==> src/fba_zero_find.sv <==
// ============================================================================
// fba_zero_find: lowest clear bit of one bitmap word
// Isolates the lowest zero with one increment and encodes its position.
// ============================================================================
module fba_zero_find #(
    parameter int W = 32
) (
    input  logic [W-1:0]         word,
    output logic                 full,
    output logic [W-1:0]         onehot,
    output logic [$clog2(W)-1:0] idx
);

    localparam int IDX_W = $clog2(W);

    // ~x & (x + 1) keeps only the lowest zero of x
    assign full   = &word;
    assign onehot = ~word & (word + W'(1));

    // One-hot to binary: each index bit ORs the positions that have it set
    always_comb
    begin
        idx = '0;
        for (int k = 0; k < IDX_W; k++)
        begin
            for (int i = 0; i < W; i++)
            begin
                if (((i >> k) & 1) == 1)
                begin
                    idx[k] = idx[k] | onehot[i];
                end
            end
        end
    end

endmodule
==> config.mk <==
export PLATFORM = sky130hd
export DESIGN_NAME = fba_zero_find
export DESIGN_NICKNAME = d
export VERILOG_FILES = /design/src/fba_zero_find.sv
export SDC_FILE = /design/constraint.sdc
export NUM_CORES = 1
export LEC_CHECK = 0
export ABC_AREA = 0
export ABC_CLOCK_PERIOD_IN_PS = 5500
export BUFFER_PORTS_ARGS = -buffer_cell sky130_fd_sc_hd__buf_2
export CORE_UTILIZATION = 43
export DETAILED_ROUTE_END_ITERATION = 10
export GPL_ROUTABILITY_DRIVEN = 0
export PLACE_DENSITY = 0.9
export SLEW_MARGIN = 20
export SYNTH_ARGS = -nofsm -noshare
export SYNTH_HDL_FRONTEND = slang
export SYNTH_SLANG_ARGS = --single-unit
==> constraint.sdc <==
create_clock -name vclk -period 5.5
set_input_delay 1.1 -clock vclk [all_inputs]
set_output_delay 1.1 -clock vclk [all_outputs]
set_load 0.02 [all_outputs]
# Yosys cells after proc, flatten, opt, wreduce, memory -nomap -nowiden
# Cells that the tools add are included.
# totals
in_bits,32
wordCells,79
reg_bits,0
# op_classes
n_bitwise,77
n_reduce_logical,1
add_sub_neg,1
# ops
operator,count
OR 1 bit,75
adder 32 x 1 -> 32 bit (second input constant),1
bitwise AND 32 bit,1
inverter 32 bit,1
AND reduction 32 bit,1

# Longest topological paths before layout
# logic_depth
word_depth,17
depth_mapped,6
ltp_nobuf,5

# Worst setup path after synthesis
# OpenSTA, ideal clock, no wires.
# synth_timing
path_kind,input-to-output
start,input port word[14]
end,output port idx[4]
arrival_ps,2753
path_slack_ps,1647
cell_stages,6
required_ps,4400
n_path_buf,1
cell_sequence,buf_4 > nand4_2 > nor3_1 > nand4_1 > nor4_2 > nand4b_1
# synth_lines
element,line_no,rtl
"start, declared",8,"input logic [W-1:0] word,"
adder 32 x 1 -> 32 bit,18,assign onehot = ~word & (word + W'(1));
bitwise AND 32 bit,18,
named net onehot[30],10,"output logic [W-1:0] onehot,"
OR 1 bit (2 in series),30,idx[k] = idx[k] | onehot[i];
"end, declared",11,output logic [$clog2(W)-1:0] idx
# The timed path passes the listed nets, and every way through them passes these cells.

# Worst setup path after layout
# layout_timing
start,input port word[14]
end,output port idx[3]
# layout_via
elab_chain_cells,12
# layout_rtl
element,line_no
adder 32 x 1 -> 32 bit / inverter 32 bit (equally long branches),18
bitwise AND 32 bit (*),18
OR 1 bit (9 in series),30
OR 1 bit (*),30
# Every way passes the cells marked *; elsewhere a longest branch is shown, timed or not.

==> summary.md <==
| Metric | Value |
|---|---|
| Placeable Area | 1730 sq um |
| Post-synth top area cell | nand2_1 |
| Crit path top cell by count | buf_2 |
| Share of layout cells above drive strength 1 | 40.2% |
| Synthesized Nets | 161 |
| M1 GR Usage | 33.3% |
| Mux cell area share after synthesis | 0% |
| Syn. warnings | 0 |
| Max-Cap Viols | 0 |
| WL/cell | 13.1 um |
| Die area | 2040 sq um |
| Fin crit period | 4120 ps |
| Ranking of synthesized cells by area | nand2_1 9.9%, nor2_1 7.5%, nor3_1 6.9% |
| Crit path max fanout | 8 |
| RSZ-0062 raised after global routing | no |
| Top cell type's share of synthesized area | 9.86% |
| Die span in x | 45.1 um |
| Initial antenna violation count | 0 |
| Post-Synth XOR/XNOR Area | 0% |
| Buf+Inv Stages, Crit Path | 2 |
| Final slew viol count | 0 |
| Total negative slack | 0 ps |
| Run status | completed |
| Final hold vios | 0 |
| Buffers on Ports | 70 |
| Global-route wire length before repair | 4280 um |
| Most utilized layer in the global route result | met2 |
| Residual DRC | 0 |
| Worst setup EP type | primary output |
| DRT iter0 DRCs | 40 |
| P&R area growth vs syn | 44.0% |
| Max incr delay on CP | 490 ps |
| Mapped Cells | 129 |
| Post-DRT Antenna Nets | 0 |
| M3 GR Usage | 0.400% |
| Critical-path top delay cell | nor3_1 |
| Mapped Area | 800 sq um |
| Total GRT Usage | 27.0% |
| Worst hold slack | 2490 ps |
| Critical Path Source Type | input port |
| Cell Chain, Critical Path | buf_2 -> nand4_2 -> nor3_1 -> nand4_1 -> o41a_1 -> o2111ai_1 -> buf_2 |
| Pre-antenna DRT Iters | 4 |
| Post-Route WL | 2860 um |
| Post-Synth Simple-Gate Area | 71.2% |
| Die height | 45.1 um |
| Seq/Total Area, Yosys | 0% |
| HP Class | input port to primary output |
| Netlist cell types | 39 |
| Worst EP required | 4400 ps |
| Synthesized area per cell | 6.20 sq um |
| Period utilisation layout | 74.8% |
| Worst Max-Slew Pin Slew | 476 ps |
| Complex-gate fraction of the synthesized area | 22.7% |
| Row count | 15 |
| Post-CTS Resized | 0 |
| Pwr per Cell Area | 43.6 nW/um^2 |
| Final Net Count | 228 |
| Critical path arrival | 3020 ps |
| Starting Density | 46.3% |
| Via count | 1328 |
| Largest family of logic cells by synthesized area | simple AND/OR/NAND/NOR gates |
| Final setup fails | 0 |
| GRT met2 Usage | 51.9% |
| Commonest cells post-synth | 21 x nand2_1, 16 x nor2_1, 11 x nor3_1, 6 x nand3_1, 6 x nand4_1 |
| Seq_cells | 0 |
| VDD IR max | 33.9 uV |
| Clkbuf count | 0 |
| Routed vias/inst | 6.06 |
| Pin count of the biggest net entering global routing | 10 |
| ANT cells | 0 |
| Crit path kind | input port to primary output |
| Vias in the first global route | 1062 |
| Total congestion overflow | 0 |
| Fmax | 0.243 GHz |
| Adder-cell share of the synthesized area | 0% |
| Top Ports | 70 |
| Post-detail-place hpwl | 2420 um |
| Slew headroom | 68.0% |
| Most frequent cell after synthesis | nand2_1 |
| Post-CTS setup buffer count | 0 |
| P_leak | 0.563 nW |
| CP delay by family, top | simple AND/OR/NAND/NOR gates |
| Reg area | 0 sq um |
| # hold bufs at CTS | 0 |
-- cell families (layout without fill, tap and decap cells) --
group / Yosys count / in the layout
AO/OA/AOI/OAI: 26 / 26
buffers and inverters: 10 / 75
AND/OR/NAND/NOR: 93 / 93
-- path summary, 6_finish.rpt --
path / cells past startpoint / from / endpoint / slack, ps
setup / recovery: 7 / word[14] / idx[3] / 1380
hold / removal: 3 / word[21] / onehot[21] / 2490
-- layout by cell type (no fill, tap or decap), drive strengths merged, types with 2 or more instances in the layout --
| cell | instances |
|---|---|
| and3 | 2 |
| a21oi | 5 |
| a31oi | 2 |
| o21ai | 6 |
| inv | 5 |
| o2111ai | 3 |
| and4 | 2 |
| nand2 | 21 |
| nor4 | 6 |
| nand3 | 6 |
| nand4b | 5 |
| nor2 | 16 |
| buf | 70 |
| a32oi | 2 |
| nor2b | 3 |
| nor3 | 11 |
| nand4 | 9 |
| or3 | 2 |
| nor3b | 6 |
-- area by class of cell --
cell class | count | area [sq um]
multi-input cells | 119 | 751
fillers | 172 | 576
repair buffers | 70 | 350
well taps | 25 | 31.3
inverters | 5 | 18.8
-- report_power, final --
part           leakage (nW)  total (mW)  internal [mW]  switching (mW)
clock network             0           0              0               0
registers                 0           0              0               0
logic                 0.563      0.0502         0.0181          0.0321
total                 0.563      0.0502         0.0181          0.0321
-- per-stage QoR --
step	utilization [%]	power, mW	setup slack [ps]	cells	cell area (sq um)
after CTS	66.7	0.0496	1480	219	1150
final	66.7	0.0502	1380	219	1150
after floorplan	-	0.0232	1650	129	800
after global routing	66.7	0.0550	1330	219	1150
after global placement	66.7	0.0481	1610	219	1150
after detailed placement	66.7	0.0495	1500	219	1150
-- routing by layer --
metal	up-vias	wire (um)	part of all wire (%)
li1	641	-	-
met1	612	1150	40
met2	73	1470	51
met3	2	223	7.8
met4	0	19	0.66
met5	-	0	0
No activity file was read; power rests on OpenSTA's default activity.
